File: src/sv/gdo_pkg.sv
`timescale 1ns / 1ps

package gdo_pkg;

    localparam int YEAR_W   = 16;
    localparam int MONTH_W  = 4;
    localparam int DAY_W    = 5;
    localparam int WDAY_W   = 3;
    localparam int OFFSET_W = 17;
    localparam int ERR_W    = 2;

    localparam int MAX_OFFSET = 65535;
    localparam int COUNT_W    = $clog2(MAX_OFFSET + 1);

    localparam logic [YEAR_W-1:0]  YEAR_MAX   = {YEAR_W{1'b1}};
    localparam logic [YEAR_W-1:0]  LEAP_CYCLE = YEAR_W'(400);
    localparam logic [YEAR_W-1:0]  CYCLE_LAST = YEAR_W'(399);
    localparam logic [MONTH_W-1:0] MONTH_JAN  = MONTH_W'(1);
    localparam logic [MONTH_W-1:0] MONTH_FEB  = MONTH_W'(2);
    localparam logic [MONTH_W-1:0] MONTH_DEC  = MONTH_W'(12);
    localparam logic [DAY_W-1:0]   DAY_FIRST  = DAY_W'(1);
    localparam logic [DAY_W-1:0]   DAY_LAST   = DAY_W'(31);
    localparam logic [WDAY_W-1:0]  WDAY_FIRST = WDAY_W'(1);
    localparam logic [WDAY_W-1:0]  WDAY_LAST  = WDAY_W'(7);

    localparam logic [ERR_W-1:0] ERR_OK      = 2'd0;
    localparam logic [ERR_W-1:0] ERR_INVALID = 2'd1;
    localparam logic [ERR_W-1:0] ERR_RANGE   = 2'd2;

    localparam logic [DAY_W-1:0] MONTH_LEN [12] = '{
        5'd31, 5'd28, 5'd31, 5'd30, 5'd31, 5'd30,
        5'd31, 5'd31, 5'd30, 5'd31, 5'd30, 5'd31
    };

    typedef enum logic [2:0] {
        ST_IDLE,
        ST_REDUCE,
        ST_CHECK,
        ST_STEP,
        ST_DONE
    } state_t;

    typedef enum logic [2:0] {
        OP_NONE,
        OP_LOAD,
        OP_REDUCE,
        OP_CLEAR,
        OP_STEP,
        OP_LIMIT
    } op_t;

    typedef struct packed {
        op_t  op;
        logic fwd;
    } ctl_t;

    typedef struct packed {
        logic cycle_big;
        logic date_valid;
        logic at_limit;
    } status_t;

    // Length of a month; zero for a month code outside 1..12.
    function automatic logic [DAY_W-1:0] days_in(input logic leap,
                                                 input logic [MONTH_W-1:0] m);
        logic [DAY_W-1:0] len;
        begin
            if (m == MONTH_FEB)
            begin
                len = leap ? 5'd29 : 5'd28;
            end
            else if (m < MONTH_JAN || m > MONTH_DEC)
            begin
                len = '0;
            end
            else
            begin
                len = MONTH_LEN[m - MONTH_JAN];
            end
            return len;
        end
    endfunction

endpackage

File: src/sv/gdo_seq.sv
`timescale 1ns / 1ps

module gdo_seq
(
    input  logic                    clk,
    input  logic                    rst_n,
    input  logic                    start,
    input  logic [16:0]             day_offset,
    input  gdo_pkg::status_t        status,
    output gdo_pkg::ctl_t           ctl,
    output logic                    busy,
    output logic                    done
);
    import gdo_pkg::*;

    state_t               state_reg, state_next;
    logic [COUNT_W-1:0]   count_reg, count_next;
    logic                 fwd_reg, fwd_next;
    logic [OFFSET_W-1:0]  mag;
    logic [COUNT_W-1:0]   mag_sat;

    // Magnitude of the offset, saturated to the largest allowed step count.
    always_comb
    begin
        mag = day_offset[OFFSET_W-1] ? (~day_offset + OFFSET_W'(1)) : day_offset;
        if (mag > OFFSET_W'(MAX_OFFSET))
        begin
            mag_sat = COUNT_W'(MAX_OFFSET);
        end
        else
        begin
            mag_sat = mag[COUNT_W-1:0];
        end
    end

    always_ff @(posedge clk or negedge rst_n)
    begin
        if (!rst_n)
        begin
            state_reg <= ST_IDLE;
            count_reg <= '0;
            fwd_reg   <= 1'b0;
        end
        else
        begin
            state_reg <= state_next;
            count_reg <= count_next;
            fwd_reg   <= fwd_next;
        end
    end

    always_comb
    begin
        state_next = state_reg;
        count_next = count_reg;
        fwd_next   = fwd_reg;
        ctl.op     = OP_NONE;
        ctl.fwd    = fwd_reg;
        busy       = 1'b1;
        done       = 1'b0;
        case (state_reg)
            ST_IDLE:
            begin
                busy = 1'b0;
                if (start)
                begin
                    ctl.op     = OP_LOAD;
                    count_next = mag_sat;
                    fwd_next   = !day_offset[OFFSET_W-1];
                    state_next = ST_REDUCE;
                end
            end
            ST_REDUCE:
            begin
                if (status.cycle_big)
                begin
                    ctl.op = OP_REDUCE;
                end
                else
                begin
                    state_next = ST_CHECK;
                end
            end
            ST_CHECK:
            begin
                if (!status.date_valid)
                begin
                    ctl.op     = OP_CLEAR;
                    state_next = ST_DONE;
                end
                else
                begin
                    state_next = ST_STEP;
                end
            end
            ST_STEP:
            begin
                if (count_reg == '0)
                begin
                    state_next = ST_DONE;
                end
                else if (status.at_limit)
                begin
                    ctl.op     = OP_LIMIT;
                    state_next = ST_DONE;
                end
                else
                begin
                    ctl.op     = OP_STEP;
                    count_next = count_reg - COUNT_W'(1);
                end
            end
            ST_DONE:
            begin
                done       = 1'b1;
                state_next = ST_IDLE;
            end
            default:
            begin
                state_next = ST_IDLE;
            end
        endcase
    end

endmodule

File: src/sv/gdo_dp.sv
`timescale 1ns / 1ps

module gdo_dp
(
    input  logic              clk,
    input  gdo_pkg::ctl_t     ctl,
    input  logic [15:0]       start_year,
    input  logic [3:0]        start_month,
    input  logic [4:0]        start_day,
    input  logic [2:0]        start_weekday,
    output gdo_pkg::status_t  status,
    output logic [15:0]       end_year,
    output logic [3:0]        end_month,
    output logic [4:0]        end_day,
    output logic [2:0]        end_weekday,
    output logic [1:0]        error_code
);
    import gdo_pkg::*;

    logic [YEAR_W-1:0]  year_reg, year_next;
    logic [MONTH_W-1:0] month_reg, month_next;
    logic [DAY_W-1:0]   day_reg, day_next;
    logic [WDAY_W-1:0]  wday_reg, wday_next;
    logic [YEAR_W-1:0]  cyc_reg, cyc_next;
    logic [ERR_W-1:0]   err_reg, err_next;
    logic               leap;
    logic [DAY_W-1:0]   dim;

    // cyc_reg holds the year modulo 400 once the reduction has finished.
    assign leap = (cyc_reg[1:0] == 2'b00) && (cyc_reg != YEAR_W'(100))
               && (cyc_reg != YEAR_W'(200)) && (cyc_reg != YEAR_W'(300));
    assign dim  = days_in(leap, month_reg);

    always_comb
    begin
        status.cycle_big  = (cyc_reg >= LEAP_CYCLE);
        status.date_valid = (day_reg >= DAY_FIRST) && (day_reg <= dim) && (dim != '0);
        if (ctl.fwd)
        begin
            status.at_limit = (year_reg == YEAR_MAX) && (month_reg == MONTH_DEC)
                           && (day_reg == DAY_LAST);
        end
        else
        begin
            status.at_limit = (year_reg == '0) && (month_reg == MONTH_JAN)
                           && (day_reg == DAY_FIRST);
        end
    end

    always_comb
    begin
        year_next  = year_reg;
        month_next = month_reg;
        day_next   = day_reg;
        wday_next  = wday_reg;
        cyc_next   = cyc_reg;
        err_next   = err_reg;
        case (ctl.op)
            OP_LOAD:
            begin
                year_next  = start_year;
                month_next = start_month;
                day_next   = start_day;
                wday_next  = start_weekday;
                cyc_next   = start_year;
                err_next   = ERR_OK;
            end
            OP_REDUCE:
            begin
                cyc_next = cyc_reg - LEAP_CYCLE;
            end
            OP_CLEAR:
            begin
                year_next  = '0;
                month_next = '0;
                day_next   = '0;
                wday_next  = '0;
                err_next   = ERR_INVALID;
            end
            OP_LIMIT:
            begin
                err_next = ERR_RANGE;
            end
            OP_STEP:
            begin
                if (ctl.fwd)
                begin
                    wday_next = (wday_reg >= WDAY_LAST) ? WDAY_FIRST
                                                        : wday_reg + WDAY_W'(1);
                    if (day_reg >= dim)
                    begin
                        day_next = DAY_FIRST;
                        if (month_reg >= MONTH_DEC)
                        begin
                            month_next = MONTH_JAN;
                            year_next  = year_reg + YEAR_W'(1);
                            cyc_next   = (cyc_reg == CYCLE_LAST) ? '0
                                                                 : cyc_reg + YEAR_W'(1);
                        end
                        else
                        begin
                            month_next = month_reg + MONTH_W'(1);
                        end
                    end
                    else
                    begin
                        day_next = day_reg + DAY_W'(1);
                    end
                end
                else
                begin
                    wday_next = (wday_reg <= WDAY_FIRST) ? WDAY_LAST
                                                         : wday_reg - WDAY_W'(1);
                    if (day_reg <= DAY_FIRST)
                    begin
                        if (month_reg <= MONTH_JAN)
                        begin
                            // December always has 31 days, so the new year's
                            // leap status does not matter here.
                            month_next = MONTH_DEC;
                            day_next   = DAY_LAST;
                            year_next  = year_reg - YEAR_W'(1);
                            cyc_next   = (cyc_reg == '0) ? CYCLE_LAST
                                                         : cyc_reg - YEAR_W'(1);
                        end
                        else
                        begin
                            month_next = month_reg - MONTH_W'(1);
                            day_next   = days_in(leap, month_reg - MONTH_W'(1));
                        end
                    end
                    else
                    begin
                        day_next = day_reg - DAY_W'(1);
                    end
                end
            end
            default:
            begin
            end
        endcase
    end

    always_ff @(posedge clk)
    begin
        year_reg  <= year_next;
        month_reg <= month_next;
        day_reg   <= day_next;
        wday_reg  <= wday_next;
        cyc_reg   <= cyc_next;
        err_reg   <= err_next;
    end

    assign end_year    = year_reg;
    assign end_month   = month_reg;
    assign end_day     = day_reg;
    assign end_weekday = wday_reg;
    assign error_code  = err_reg;

endmodule

File: src/sv/gregorian_date_offset.sv
`timescale 1ns / 1ps

// Gregorian date stepper: adds a signed day offset to a date and weekday.
// A request is taken at a rising clock edge where start is high and busy is
// low; start_year, start_month, start_day, start_weekday and day_offset are
// sampled at that edge. busy then stays high until the result is delivered.
// The result (end_year, end_month, end_day, end_weekday, error_code) is valid
// for exactly one cycle while done is high; the receiver cannot stall it, and
// the ports keep showing the last result afterward.
// Sequence: the year is first reduced modulo 400 by repeated subtraction, one
// subtraction per cycle, then the start date is checked, then the date moves
// one day per cycle for |day_offset| days, at most 65535. The step loop, one
// day per cycle, dominates the time an item takes. An invalid start date
// skips the stepping; hitting the year limits ends it early.
// One request is in flight at a time. Reset returns the sequencer to idle
// with busy and done low; no result is pending after reset.
module gregorian_date_offset
(
    input  logic        clk,
    input  logic        rst_n,
    input  logic        start,
    output logic        busy,
    input  logic [15:0] start_year,
    input  logic [3:0]  start_month,
    input  logic [4:0]  start_day,
    input  logic [2:0]  start_weekday,
    input  logic [16:0] day_offset,
    output logic        done,
    output logic [15:0] end_year,
    output logic [3:0]  end_month,
    output logic [4:0]  end_day,
    output logic [2:0]  end_weekday,
    output logic [1:0]  error_code
);
    import gdo_pkg::*;

    ctl_t    ctl;
    status_t status;

    // The sequencer owns the step count and direction and drives one
    // operation per cycle into the date datapath.
    gdo_seq u_seq
    (
        .clk        (clk),
        .rst_n      (rst_n),
        .start      (start),
        .day_offset (day_offset),
        .status     (status),
        .ctl        (ctl),
        .busy       (busy),
        .done       (done)
    );

    // The datapath holds the running date, weekday and year modulo 400, and
    // its registers drive the result ports directly.
    gdo_dp u_dp
    (
        .clk           (clk),
        .ctl           (ctl),
        .start_year    (start_year),
        .start_month   (start_month),
        .start_day     (start_day),
        .start_weekday (start_weekday),
        .status        (status),
        .end_year      (end_year),
        .end_month     (end_month),
        .end_day       (end_day),
        .end_weekday   (end_weekday),
        .error_code    (error_code)
    );

endmodule

File: config.mk
export PLATFORM = sky130hd
export DESIGN_NAME = gregorian_date_offset
export DESIGN_NICKNAME = d
export VERILOG_FILES = /design/src/sv/gdo_pkg.sv /design/src/sv/gdo_seq.sv /design/src/sv/gdo_dp.sv /design/src/sv/gregorian_date_offset.sv
export SDC_FILE = /design/constraint.sdc
export NUM_CORES = 1
export LEC_CHECK = 0
export BUFFER_PORTS_ARGS = -buffer_cell sky130_fd_sc_hd__buf_2
export CORE_MARGIN = 2
export CORE_UTILIZATION = 40
export DETAILED_ROUTE_END_ITERATION = 12
export HOLD_SLACK_MARGIN = 0.08
export SYNTH_ARGS = -nofsm -noshare
export SYNTH_HDL_FRONTEND = slang
export SYNTH_SLANG_ARGS = --single-unit
File: constraint.sdc
create_clock -name clk -period 5.2 [get_ports clk]
set_clock_uncertainty 0.05 [all_clocks]
set_input_delay 0.52 -clock clk [delete_from_list [all_inputs] [get_ports clk]]
set_output_delay 0.52 -clock clk [all_outputs]
set_load 0.005 [all_outputs]
### After elaboration in Yosys (flattened, before gate mapping)

Memories as Yosys holds them, arrays and structs flattened.
Cells that the tools add are included.

| storage, ports and cells | value |
|---|---|
| bits in registers | 66 |
| ROM bits | 160 |
| input port bits | 48 |
| output and inout bits | 32 |
| word-level logic and storage cells | 161 |
| memories kept | 2 |

| cells by class | value |
|---|---|
| add/sub/neg operators | 14 |
| magnitude comparators | 16 |
| eq/ne operators | 29 |
| mux-type cells | 60 |
| bitwise operators | 3 |
| reductions and logical operators | 28 |

Memory list:

| memory | words | bits a word | rd ports | clocked after Yosys merged registers in | write ports | line | RTL |
|---|---|---|---|---|---|---|---|
| (no name shown) | 16 | 5 | 1 | 0 | 0 | gdo_pkg.sv:78 | `len = MONTH_LEN[m - MONTH_JAN];` |
| (no name shown) | 16 | 5 | 1 | 0 | 0 | gdo_pkg.sv:78 |  |

Operators with widths:

| operator | count |
|---|---|
| $mux 16 | 16 |
| $pmux 16 s3 | 2 |
| $mux 5 | 12 |
| $logic_not 16->1 | 3 |
| $sub 16x1->16 const B | 3 |
| $add 16x1->16 const B | 2 |
| $pmux 16 s2 | 1 |
| $mux 3 | 9 |
| $pmux 3 s4 | 2 |
| $mux 4 | 5 |
| $add 17x1->17 const B | 1 |
| $gt 17x16->1 const B | 1 |
| $mux 17 | 1 |
| $not 17->17 | 1 |
| $eq 16x16->1 const B | 1 |
| $eq 16x9->1 const B | 1 |
| $ge 16x9->1 const B | 1 |
| $ne 16x7->1 const B | 1 |
| $ne 16x8->1 const B | 1 |
| $ne 16x9->1 const B | 1 |
| $sub 16x9->16 const B | 1 |
| $ne 3x2->1 const B | 5 |
| $pmux 5 s3 | 1 |
| $eq 3x2->1 const B | 4 |
| 43 further kinds | 74 |

### Longest topological paths before layout

Gate-level depths: netlist (run 1).

| logic depth | value |
|---|---|
| word-level depth | 15 |
| mapped depth | 16 |
| mapped depth without buffers | 14 |

### Hierarchy

Synthesis (run 1) repeated with hierarchy kept, for this count alone.

| unflattened totals | value |
|---|---|
| cells, all modules | 803 |
| area, all modules | 6740.2 um^2 |

By module, submodules not included:

| module | times used | cells an instance | area each (um^2) | sequential area each (um^2) |
|---|---|---|---|---|
| gdo_dp | 1 | 582 | 4918.5 | 1381.3 |
| gdo_seq | 1 | 221 | 1821.7 | 500.5 |

### Worst setup path before layout (run 1)

Ideal clock, no wire load.

| path | value |
|---|---|
| path kind | flip-flop to flip-flop |
| start point | reg u_dp.month_reg[0] (netlist: u_dp.end_month[0]) |
| end point | reg u_dp.year_reg[0] (netlist: u_dp.end_year[0]) (enable) |
| setup time | 388 ps |
| data arrival time | 3985 ps |
| required time | 4762 ps |
| setup slack | 776 ps |
| cell stages (with the launch flop) | 16 |
| path buffers | 3 |
| clock period less this slack | 4424 ps |
| path through | edfxtp_1 -> clkbuf_1 -> inv_1 -> ha_1 -> buf_2 -> xor2_1 -> nor2_1 -> a21o_1 -> ha_1 -> and4_1 -> nor2b_1 -> o21ai_1 -> a211oi_4 -> buf_4 -> nor2_1 -> nor2_1 |

| between the ends | value |
|---|---|
| word-level cells in the longest chain between the ends | 15 |
| elaborated cells between the ends (all ways) | 38 |
| classes of those cells | add/sub: 1; order compare: 6; eq/ne: 10; mux: 9; bitwise: 1; reduce/logical: 10; memory: 1 |

RTL lines:

| item | line | RTL |
|---|---|---|
| from (decl) | gdo_dp.sv:21 | `logic [MONTH_W-1:0] month_reg, month_next;` |
| from (signal assigned) | gdo_dp.sv:147 | `month_reg <= month_next;` |
| $sub 4x1->4 | gdo_pkg.sv:78 |  |
| $not 4->5 (not written as such) | gdo_pkg.sv:78 |  |
| $mem_v2 16x5 | -- |  |
| $mux 5 (not written as such) (2 in a row) | gdo_pkg.sv:78 |  |
| $mux 5 | gdo_pkg.sv:72 | `else if (m < MONTH_JAN \|\| m > MONTH_DEC)` |
| $mux 5 | gdo_pkg.sv:68 | `if (m == MONTH_FEB)` |
| $le 5x5->1 | gdo_dp.sv:37 | `status.date_valid = (day_reg >= DAY_FIRST) && (day_reg <= dim) && (dim != '0);` |
| $logic_and 1x1->1 (2 in a row) | gdo_dp.sv:37 |  |
| $mux 2 | gdo_seq.sv:86 | `if (!status.date_valid)` |
| $pmux 3 s4 | gdo_seq.sv:61 | `case (state_reg)` |
| $eq 3x3->1 (tied with other cells) | gdo_dp.sv:58 | `case (ctl.op)` |
| $ne 3x2->1 (no line) or $reduce_bool 3->1 (tied branches) | -- |  |
| $reduce_and 5->1 (no line) * | -- |  |
| to (signal assigned) | gdo_dp.sv:146 | `year_reg <= year_next;` |
| to (decl) | gdo_dp.sv:20 | `logic [YEAR_W-1:0] year_reg, year_next;` |

Every way passes the cells marked *; elsewhere a longest branch is shown, timed or not. The select of a mux whose other input is x is not followed.
A chain may end at the register's enable or synchronous reset.

### Final worst setup path (run 1)

| path | value |
|---|---|
| start point | reg u_dp.month_reg[0] (netlist: u_dp.end_month[0]) |
| end point | reg u_dp.day_reg[3] (netlist: u_dp.end_day[3]) (data pin) |

| between the ends | value |
|---|---|
| word-level cells in the longest chain between the ends | 14 |
| elaborated cells between the ends (all ways) | 47 |
| classes of those cells | add/sub: 2; order compare: 7; eq/ne: 7; mux: 18; bitwise: 2; reduce/logical: 9; memory: 2 |

RTL lines:

| item | line | RTL |
|---|---|---|
| $sub 4x1->4 | gdo_pkg.sv:78, gdo_dp.sv:129 |  |
| $not 4->5 (not written as such) | gdo_pkg.sv:78 |  |
| $mem_v2 16x5 | -- |  |
| $mux 5 (not written as such) (2 in a row) | gdo_pkg.sv:78 |  |
| $mux 5 | gdo_pkg.sv:72 |  |
| $mux 5 | gdo_pkg.sv:68 |  |
| $le 5x5->1 | gdo_dp.sv:37 |  |
| $logic_and 1x1->1 (2 in a row) | gdo_dp.sv:37 |  |
| $mux 2 | gdo_seq.sv:86 |  |
| $pmux 3 s4 | gdo_seq.sv:61 |  |
| $eq 3x3->1 (tied with other cells) | gdo_dp.sv:58 |  |
| $pmux 5 s3 * | gdo_dp.sv:58 |  |
| via u_dp.day_next[3] | gdo_dp.sv:22 | `logic [DAY_W-1:0] day_reg, day_next;` |
| to (signal assigned) | gdo_dp.sv:148 | `day_reg <= day_next;` |
| to (decl) | gdo_dp.sv:22 |  |

Mark *: on every way through the listed nets, which the timed path passes. The rest lies on a longest branch. The select of a mux whose other input is x is not followed.

==> results of run 1 <==
worst max-delay path: cells and delay by family, from the launching register on:
kind	cells	cell delay (ns)
compound gates	3	0.69
xor+xnor	1	0.47
fa+ha+maj	2	0.63
buf+inv	2	0.50
flops	1	0.66
mux	1	0.35
simple gates	4	0.75
where the power goes:
group	switching (mW)	internal [mW]	total (mW)
logic	2.04	1.36	3.41
clock network	0.243	0.368	0.611
registers	0.533	1.01	1.54
logic make-up (layout without fill, tap and decap cells):
kind of cell               count (synthesis)  after routing  share of synthesized area
adders and majority gates                 44             44                     0.0854
xor gates and xnor gates                  46             46                     0.0617
DFF                                       66             66                      0.288
AOI/OAI and AO/OA                        249            249                      0.262
and+or+nand+nor                          303            303                      0.243
muxes                                      6              6                    0.00938
buffers and inverters                     75            137                     0.0507
path summary, 6_finish.rpt:
| check | startpoint | end | slack (ns) | cells after the start |
|---|---|---|---|---|
| setup / recovery | u_dp.end_month[0]$_DFFE_PP_ | u_dp.end_day[3]$_DFFE_PP_ | 0.86 | 13 |
| hold / removal | rst_n | u_seq.count_reg[13]$_DFFE_PN0P_ | 0.08 | 1 |
| setup reg to reg | u_dp.end_month[0]$_DFFE_PP_ | u_dp.end_day[3]$_DFFE_PP_ | 0.86 | 13 |
| hold reg to reg | u_seq.count_reg[7]$_DFFE_PN0P_ | u_seq.count_reg[7]$_DFFE_PN0P_ | 0.46 | 2 |
| max in group asynchronous | rst_n | u_seq.count_reg[6]$_DFFE_PN0P_ | 4.69 | 1 |
| min in group clk | start | u_seq.state_reg[0]$_DFFE_PN0P_ | 0.41 | 2 |
metal layers:
layer / share of wire / global-route usage / vias up
li1: - / - / 3095
met1: 0.46 / 0.320 / 3089
met4: 0.019 / 0.0700 / 0
met2: 0.47 / 0.373 / 218
met5: 0 / 0 / -
met3: 0.051 / 0.0369 / 21
Yosys cell counts (9+ instances only):
master and count:
or3_1 10, xnor2_1 26, o21ai_0 31, xor2_1 20, dfrtp_1 20, a31oi_1 9, nand2_1 89, a21oi_1 57
nand4_1 12, o22ai_1 19, nand2b_1 9, nor2_1 67, inv_1 33, clkbuf_1 15, o21ai_1 27, nor3_1 26
nor4_1 13, ha_1 43, nand3_1 27, edfxtp_1 46, buf_2 19
cell type report:
type	instances	area [um2]
clock buffers	10	229
clock inverters	6	57.6
fillers	1618	8590
inverters	34	128
multi-input cells	648	4330
flip-flops and latches	66	1880
well taps	216	270
repair buffers	87	455
per-stage QoR:
stage / hold WS, ns / cells / utilization / setup slack (ns)
2_1_floorplan: 0.174 / 789 / - / 0.776
3_3_place_gp: 0.439 / 1051 / 0.443 / 1.07
3_5_place_dp: 0.453 / 1051 / 0.443 / 0.926
4_1_cts: 0.104 / 1067 / 0.461 / 0.920
5_1_grt: 0.120 / 1067 / 0.461 / 0.570
6_report: 0.0767 / 1067 / 0.461 / 0.855
==> flow_summary_export.csv, run 1 <==
group,metric,value,unit
status,status,"completed",
sta,worstMarginPinSlew,0.999,ns
yosys,synth_top_cell_by_area,"edfxtp_1",
clocking,cts_buffers,9,
job,cap_violations,0,
detailed_routing,drc,0,
yosys,synth_seq_cells,66,
power,peakVddDrop,0.310,mV
yosys,synth_top_area_frac,0.211,
worst_setup_path,critPathSlowestCell,"edfxtp_1",
clocking,h-tree-depth,3,
yosys,synthesis.nets,881,
placement,place.gp.congestion,0.863,
placement,placed_area,7060,um2
clocking,cts_tree,"yes",
floorplanning,rows,46,
worst_setup_path,crit_path_frequent_cell,"ha_1",
detailed_routing,num_vias,6423,
sta,slew-limit-headroom,0.331,
clocking,hold_buffers,0,
worst_setup_path,critical_path_required,5.25,ns
power,powerDensity,756,nW/um2
yosys,synth-edff-count,46,
worst_setup_path,startpoint_type,"register",
sta,rsz0062_at_grt,"no",
floorplanning,initial_core_util,0.410,
power,power,5.56,mW
yosys,synthTopCellsByArea,"edfxtp_1, ha_1, dfrtp_1",
floorplanning,die_y,132,um
clocking,postCtsSetupRepairBufs,0,
worst_setup_path,crit_arrival,4.39,ns
sta,finalSetupViolCount,0,
layout,final_common_cell,"nand2_1",
detailed_routing,drt_iter0_drc,457,
floorplanning,die_w,132,um
floorplanning,ioPinCount,80,
clocking,cts_sinks,66,
floorplanning,dieArea,17400,um2
detailed_routing,drt_pass1_iterations,5,
worst_setup_path,path_class,"register to register",
sta,period_minus_slack,4.34,ns
worst_setup_path,cp_max_fo,22,
worst_setup_path,endpoint_kind,"register",
global_route,grt_max_degree,33,
yosys,seq_area_frac_synth,0.288,
global_route,gr-usage-all-layers,0.231,
yosys,yosys_warnings,0,
yosys,synth_ff_type,"edfxtp_1",
yosys,synth_cell_type_count,89,
layout,area_growth,12.4,%
detailed_routing,wl_per_cell,19.0,um
layout,layout_common_cells,"nand2_1, buf_2, nor2_1, a21oi_1, edfxtp_1",
detailed_routing,drtAntennaViolNets,0,
floorplanning,core_area,15900,um2
detailed_routing,wirelength,20.3,mm
sta,fmax,0.230,GHz
clocking,path_clk_slew,0.06,ns
power,p_leak,2.90,nW
global_route,antenna_found_initial,0,
worst_setup_path,slowest_delay,0.66,ns
sta,finalMaxSlewViolations,0,
detailed_routing,viasPerCell,6.02,
sta,setup-tns-final,0,ns
yosys,async_flop_share,0.303,
sta,hold_violations,0,
layout,final_area,7350,um2
yosys,syn_area,6540,um2
yosys,syn_inst,789,
layout,nets,938,
sta,min_period_over_period,0.836,
placement,portBuffers,79,
layout,diodes,0,
placement,dp_hpwl,14.9,mm
worst_setup_path,path_cells,"inv_1 -> ha_1 -> xor2_1 -> nor2_1 -> a21o_1 -> ha_1 -> and4_1 -> nor2b_1 -> o21ai_1 -> a211oi_4 -> buf_4 -> nor2_4 -> mux2_1",
clocking,cts_resized,0,
clocking,clk_latency,0.34,ns
global_route,grt-ovfl-total,0,
global_route,grt_pass1_vias,5934,
yosys,syn_area_per_cell,8.28,um2
global_route,grt_pass1_wl,32.3,mm
clocking,cts_buffer_depth,2,
min_path,hold_class,"input pin to asynchronous set/reset pin",
clocking,cts-root-buf,"clkbuf_16",
layout,drive_above_1_share,0.155,
No activity file was read; power rests on OpenSTA's default activity.
==> run 2, diff against run 1 <==
--- a/config.mk
+++ b/config.mk
@@ -5,6 +5,7 @@
 export SDC_FILE = /design/constraint.sdc
 export NUM_CORES = 1
 export LEC_CHECK = 0
+export ABC_AREA = 1
 export BUFFER_PORTS_ARGS = -buffer_cell sky130_fd_sc_hd__buf_2
 export CORE_MARGIN = 2
 export CORE_UTILIZATION = 40
==> constraint.sdc (replaced) <==
create_clock -name clk -period 4.2 [get_ports clk]
set_clock_uncertainty 0.05 [all_clocks]
set_input_delay 0.42 -clock clk [delete_from_list [all_inputs] [get_ports clk]]
set_output_delay 0.42 -clock clk [all_outputs]
set_load 0.005 [all_outputs]
==> run 2 against run 1 <==
Effect of this change: cell count is 26% higher; total power is 25% higher; die area is 5.6% higher; worst setup slack worse by 0.36 ns; cell area is 5.7% higher; first-iteration DRC count is 0.66% lower; non-clock buffer count is 1 higher; maximum frequency is 17% higher; worst hold slack better by 0.22 ns; sequential power is 14% higher; clock power is 17% higher; global-route usage is 0.23 points higher; largest power group unchanged.
==> flow_summary_export.csv, run 2 <==
group,metric,value,unit
global_route,antenna_found_initial,0,
sta,worstMarginPinSlew,1.04,ns
yosys,seq_area_frac_synth,0.272,
worst_setup_path,cp_max_fo,12,
worst_setup_path,slowest_delay,0.79,ns
detailed_routing,wl_per_cell,15.6,um
layout,drive_above_1_share,0.124,
worst_setup_path,r2r_end,"u_dp.cyc_reg[12]$_DFFE_PP_",
detailed_routing,drtAntennaViolNets,0,
yosys,syn_area,6910,um2
floorplanning,core_area,17100,um2
floorplanning,die_w,135,um
yosys,async_flop_share,0.303,
clocking,path_clk_slew,0.06,ns
min_path,hold_class,"input pin to register",
sta,min_period_over_period,0.882,
detailed_routing,drt_pass1_iterations,6,
floorplanning,dieArea,18400,um2
sta,slew-limit-headroom,0.301,
yosys,synth_ff_type,"edfxtp_1",
clocking,hold_buffers,1,
worst_setup_path,crit_arrival,3.62,ns
min_path,min_to,"u_dp.end_month[1]$_DFFE_PP_",
yosys,synth-edff-count,46,
worst_setup_path,critical_path_required,4.11,ns
worst_setup_path,critPathSlowestCell,"nor2_1",
global_route,grt-ovfl-total,0,
global_route,grt_pass1_wl,33.5,mm
status,status,"completed",
sta,finalSetupViolCount,0,
yosys,syn_area_per_cell,6.60,um2
sta,period_minus_slack,3.70,ns
detailed_routing,viasPerCell,5.28,
placement,dp_hpwl,16.6,mm
global_route,grt_pass1_vias,6546,
yosys,synth_top_cell_by_area,"edfxtp_1",
detailed_routing,drc,0,
clocking,cts_buffers,9,
detailed_routing,wirelength,21.0,mm
placement,placed_area,7480,um2
clocking,cts-root-buf,"clkbuf_16",
sta,setup_ws,0.495,ns
yosys,synth_cell_type_count,46,
clocking,clk_latency,0.34,ns
clocking,cts_buffer_depth,2,
worst_setup_path,startpoint_type,"register",
min_path,whs_path_depth,3,
floorplanning,die_y,135,um
sta,hold_violations,0,
worst_setup_path,reg2regPathDepth,17,
worst_setup_path,endpoint_kind,"register",
worst_setup_path,r2r_start,"u_dp.end_month[1]$_DFFE_PP_",
layout,finish.utilization,0.454,
detailed_routing,drt_iter0_drc,454,
detailed_routing,num_vias,7115,
clocking,cts_sinks,66,
power,p_leak,3.75,nW
sta,finalMaxSlewViolations,0,
layout,filler_cell_count,1830,
clocking,h-tree-depth,3,
yosys,synth_common_cells,"nand2_1, nand3_1, inv_1",
clocking,cts_resized,0,
sta,rsz0062_at_grt,"no",
global_route,grt_max_degree,28,
floorplanning,ioPinCount,80,
yosys,synth_seq_cells,66,
floorplanning,initial_core_util,0.404,
global_route,gr-usage-all-layers,0.234,
min_path,hold_start,"start_month[1]",
yosys,yosys_warnings,0,
floorplanning,rows,48,
layout,diodes,0,
layout,final_common_cell,"nand2_1",
placement,post-place-ws,0.489,ns
yosys,synth_top_area_frac,0.200,
clocking,cts_tree,"yes",
clocking,postCtsSetupRepairBufs,0,
yosys,synthesis.nets,1140,
layout,final_area,7770,um2
power,powerDensity,896,nW/um2
job,cap_violations,0,
sta,setup-tns-final,0,ns
power,peakVddDrop,0.351,mV
worst_setup_path,path_class,"register to register",
worst_setup_path,worst-r2r-setup-slack,0.50,ns
placement,place.gp.congestion,0.956,
worst_setup_path,crit_path_frequent_cell,"nand2_1",
layout,layout_common_cells,"nand2_1, nand3_1, inv_1, nor2_1, buf_2",
worst_setup_path,path_cells,"inv_1 -> ha_1 -> inv_1 -> nand2_1 -> nand2_1 -> nand2_1 -> o21ai_0 -> o21ai_0 -> o21ai_0 -> ha_1 -> inv_1 -> nand2_1 -> nand3_1 -> a21oi_1 -> nand2_4 -> nand2_1 -> nor2_1",
layout,area_growth,12.4,%
placement,portBuffers,79,
layout,nets,1210,
yosys,yosysMostFrequentCell,"nand2_1",
yosys,syn_inst,1048,
sta,fmax,0.270,GHz
yosys,synthTopCellsByArea,"edfxtp_1, nand2_1, nand3_1",
-- run 2: where the power goes --
group	switching [mW]	internal [mW]
logic	2.96	1.54
clock network	0.298	0.415
registers	0.503	1.25
-- run 2: metal layers --
metal  global-route usage  up-vias  part of all wire
met1                0.304     3253              0.46
li1                     -     3633                 -
met2                0.395      198              0.47
met3               0.0337       31             0.050
met5                    0        -                 0
met4               0.0851        0             0.022
-- run 2: how the worst max path moves through the flow --
stage / from / end / slack [ns]
floorplan: u_dp.end_month[0]$_DFFE_PP_ / u_dp.end_year[0]$_DFFE_PP_ / 0.47
global placement: u_dp.end_month[1]$_DFFE_PP_ / u_dp.cyc_reg[15]$_DFFE_PP_ / 0.62
detailed placement: u_dp.end_month[1]$_DFFE_PP_ / u_dp.cyc_reg[13]$_DFFE_PP_ / 0.49
CTS: u_dp.end_month[1]$_DFFE_PP_ / u_dp.cyc_reg[14]$_DFFE_PP_ / 0.47
global route: u_dp.end_month[1]$_DFFE_PP_ / u_dp.cyc_reg[12]$_DFFE_PP_ / 0.09
finish: u_dp.end_month[1]$_DFFE_PP_ / u_dp.cyc_reg[12]$_DFFE_PP_ / 0.50
-- run 2: metrics by stage --
stage | hold slack [ns] | total power, mW | cells
floorplan | 0.0744 | 5.00 | 1048
CTS | 0.293 | 6.96 | 1348
finish | 0.302 | 6.96 | 1348
global route | 0.328 | 7.66 | 1348
detailed placement | 0.358 | 6.22 | 1331
global placement | 0.363 | 6.20 | 1331
-- run 2: logic make-up after synthesis --
| kind of cell | after synthesis | share of synthesized area |
|---|---|---|
| simple gates | 593 | 0.376 |
| buf+inv | 154 | 0.0937 |
| compound gates | 149 | 0.124 |
| flops | 66 | 0.272 |
| fa+ha+maj | 44 | 0.0807 |
| xor+xnor | 42 | 0.0532 |
-- run 2: final cells by class --
class	count	area [um2]	area share
Multi-Input combinational cell	828	4380	0.564
Sequential cell	66	1880	0.242
Inverter	125	475	0.0612
Timing Repair Buffer	88	465	0.0599
Tap cell	225	282	0.0362
Clock buffer	10	239	0.0308
Clock inverter	6	41.3	0.00531
-- run 2: worst max-delay path: cells and delay by family, from the launching register on --
family,cells,cell delay (ns)
AND/OR/NAND/NOR,8,1.47
flip-flops,1,0.50
adder cells (fa/ha/maj),2,0.42
buffers and inverters,3,0.31
AO/OA/AOI/OAI,4,0.57
==> run 3, diff against run 2 <==
--- a/config.mk
+++ b/config.mk
@@ -9,8 +9,10 @@
 export BUFFER_PORTS_ARGS = -buffer_cell sky130_fd_sc_hd__buf_2
 export CORE_MARGIN = 2
 export CORE_UTILIZATION = 40
+export CTS_CLUSTER_DIAMETER = 100
 export DETAILED_ROUTE_END_ITERATION = 12
 export HOLD_SLACK_MARGIN = 0.08
+export PLACE_DENSITY = 0.69
 export SYNTH_ARGS = -nofsm -noshare
 export SYNTH_HDL_FRONTEND = slang
 export SYNTH_SLANG_ARGS = --single-unit
==> run 3 against run 2 <==
Effect of this change: total power grew 1.2%; maximum frequency rose by 1.1%; critical path type unchanged; sequential cell count stayed put; first-iteration DRC count up 28%; utilization up 0.18 points; critical path depth is the same; global-route usage fell by 0.62 points; routed wire length shrank 2.8%; non-clock buffer count is the same; sequential share of layout area fell by 0.097 points; combinational power about the same.
==> flow_summary_export.csv, run 3 (synthesis gave the netlist of run 2 again) <==
group,metric,value,unit
status,status,"completed",
detailed_routing,drtAntennaViolNets,0,
job,cap_violations,0,
clocking,cts_sinks,66,
power,p_leak,3.78,nW
layout,layout_common_cells,"nand2_1, nand3_1, inv_1, nor2_1, buf_2",
clocking,cts_buffer_depth,2,
clocking,path_clk_slew,0.06,ns
layout,final_area,7800,um2
power,peakVddDrop,0.374,mV
sta,finalSetupViolCount,0,
min_path,hold_class,"input pin to register",
layout,nets,1210,
layout,area_growth,12.8,%
global_route,gr-usage-all-layers,0.227,
floorplanning,dieArea,18400,um2
clocking,clk_latency,0.34,ns
power,clock_power_share,0.113,
clocking,cts_tree,"yes",
worst_setup_path,endpoint_kind,"register",
worst_setup_path,path_class,"register to register",
layout,multiInputGateArea,4380,um2
sta,hold_violations,0,
sta,finalMaxSlewViolations,0,
clocking,cts_resized,0,
worst_setup_path,startpoint_type,"register",
global_route,grt-ovfl-total,0,
detailed_routing,drc,0,
layout,seq_area,1880,um2
placement,portBuffers,79,
sta,setup-tns-final,0,ns
clocking,cts-root-buf,"clkbuf_16",
power,netSwitchingFraction,0.531,
sta,fmax,0.273,GHz
power,powerDensity,903,nW/um2
floorplanning,rows,48,
global_route,grt_pass1_wl,33.3,mm
worst_setup_path,critical_path_required,4.10,ns
layout,finalNonFillerCells,1348,
layout,finish.utilization,0.456,
worst_setup_path,crit_path_frequent_cell,"nand2_1",
floorplanning,die_w,135,um
sta,period_minus_slack,3.66,ns
global_route,grt_max_degree,28,
layout,diodes,0,
clocking,hold_buffers,1,
sta,min_period_over_period,0.872,
floorplanning,die_y,135,um
detailed_routing,drt_iter0_drc,580,
placement,place.gp.congestion,0.942,
detailed_routing,wl_per_cell,15.1,um
placement,placed_area,7480,um2
power,p_seq_frac,0.249,
sta,setup_ws,0.537,ns
power,combinationalPowerShare,0.638,
placement,place_inst,1331,
floorplanning,initial_core_util,0.404,
clocking,h-tree-depth,3,
sta,worstMarginPinSlew,1.02,ns
detailed_routing,drt_pass1_iterations,5,
global_route,grt_pass1_vias,6709,
worst_setup_path,cp_max_fo,12,
worst_setup_path,crit_arrival,3.57,ns
worst_setup_path,slowest_delay,0.78,ns
global_route,antenna_found_initial,0,
power,switching_power,3.74,mW
layout,final_common_cell,"nand2_1",
placement,dp_hpwl,15.9,mm
worst_setup_path,path_cells,"inv_1 -> ha_1 -> inv_1 -> nand2_1 -> nand2_1 -> nand2_1 -> o21ai_0 -> o21ai_0 -> o21ai_0 -> ha_1 -> inv_1 -> nand2_1 -> nand3_1 -> a21oi_1 -> nand2_4 -> nand2_1 -> nor2_1",
clocking,postCtsSetupRepairBufs,0,
detailed_routing,wirelength,20.4,mm
sta,rsz0062_at_grt,"no",
floorplanning,core_area,17100,um2
clocking,cts_buffers,9,
worst_setup_path,critPathSlowestCell,"nor2_1",
detailed_routing,num_vias,7236,
detailed_routing,viasPerCell,5.37,
layout,filler_cell_count,1764,
sta,slew-limit-headroom,0.317,
power,internal_power,3.30,mW
placement,post-place-ws,0.576,ns
floorplanning,ioPinCount,80,
layout,drive_above_1_share,0.122,
## run 3: final cells by class
| class | instances | area share |
|---|---|---|
| Sequential cell | 66 | 0.241 |
| Clock buffer | 10 | 0.0294 |
| Inverter | 125 | 0.0610 |
| Multi-Input combinational cell | 828 | 0.562 |
| Tap cell | 225 | 0.0361 |
| Timing Repair Buffer | 88 | 0.0597 |
| Clock inverter | 6 | 0.0106 |
## run 3: per-layer routing
metal,global-route usage,vias to the layer above,wire [um]
met5,0,-,0
met4,0.0839,0,542
met3,0.0359,43,1380
met2,0.381,274,9490
met1,0.296,3299,8970
li1,-,3620,-
## run 3: critical path, delay by kind of cell, from the launching register on
kind                     cells  cell delay [ns]
AO/OA/AOI/OAI                4             0.54
flip-flops                   1             0.50
buffers and inverters        3             0.30
AND/OR/NAND/NOR              8             1.46
adder cells (fa/ha/maj)      2             0.41
## run 3: metrics by stage
step	hold slack (ns)	power, mW
6_report	0.302	7.04
3_5_place_dp	0.358	6.16
2_1_floorplan	0.0744	5.00
3_3_place_gp	0.353	6.13
4_1_cts	0.299	6.99
5_1_grt	0.323	7.72
## run 3: worst paths after layout
check | endpoint | from | cells past startpoint | slack [ns]
max reg2reg | u_dp.cyc_reg[6]$_DFFE_PP_ | u_dp.end_month[1]$_DFFE_PP_ | 17 | 0.54
min reg2reg | u_seq.count_reg[0]$_DFFE_PN0P_ | u_seq.count_reg[0]$_DFFE_PN0P_ | 2 | 0.44
max in group asynchronous | u_seq.count_reg[4]$_DFFE_PN0P_ | rst_n | 2 | 3.24
min | u_dp.end_month[1]$_DFFE_PP_ | start_month[1] | 3 | 0.30
max | u_dp.cyc_reg[6]$_DFFE_PP_ | u_dp.end_month[1]$_DFFE_PP_ | 17 | 0.54
min in group asynchronous | u_seq.count_reg[12]$_DFFE_PN0P_ | rst_n | 2 | 0.52
## run 3: power by group through the flow
| stage | combinational, mW | clock (mW) | sequential (mW) |
|---|---|---|---|
| 3_3_place_gp | 4.38 | 0 | 1.74 |
| 2_1_floorplan | 3.46 | 0 | 1.54 |
| 6_report | 4.49 | 0.798 | 1.75 |
| 5_1_grt | 5.08 | 0.838 | 1.80 |
| 3_5_place_dp | 4.41 | 0 | 1.75 |
| 4_1_cts | 4.44 | 0.805 | 1.74 |
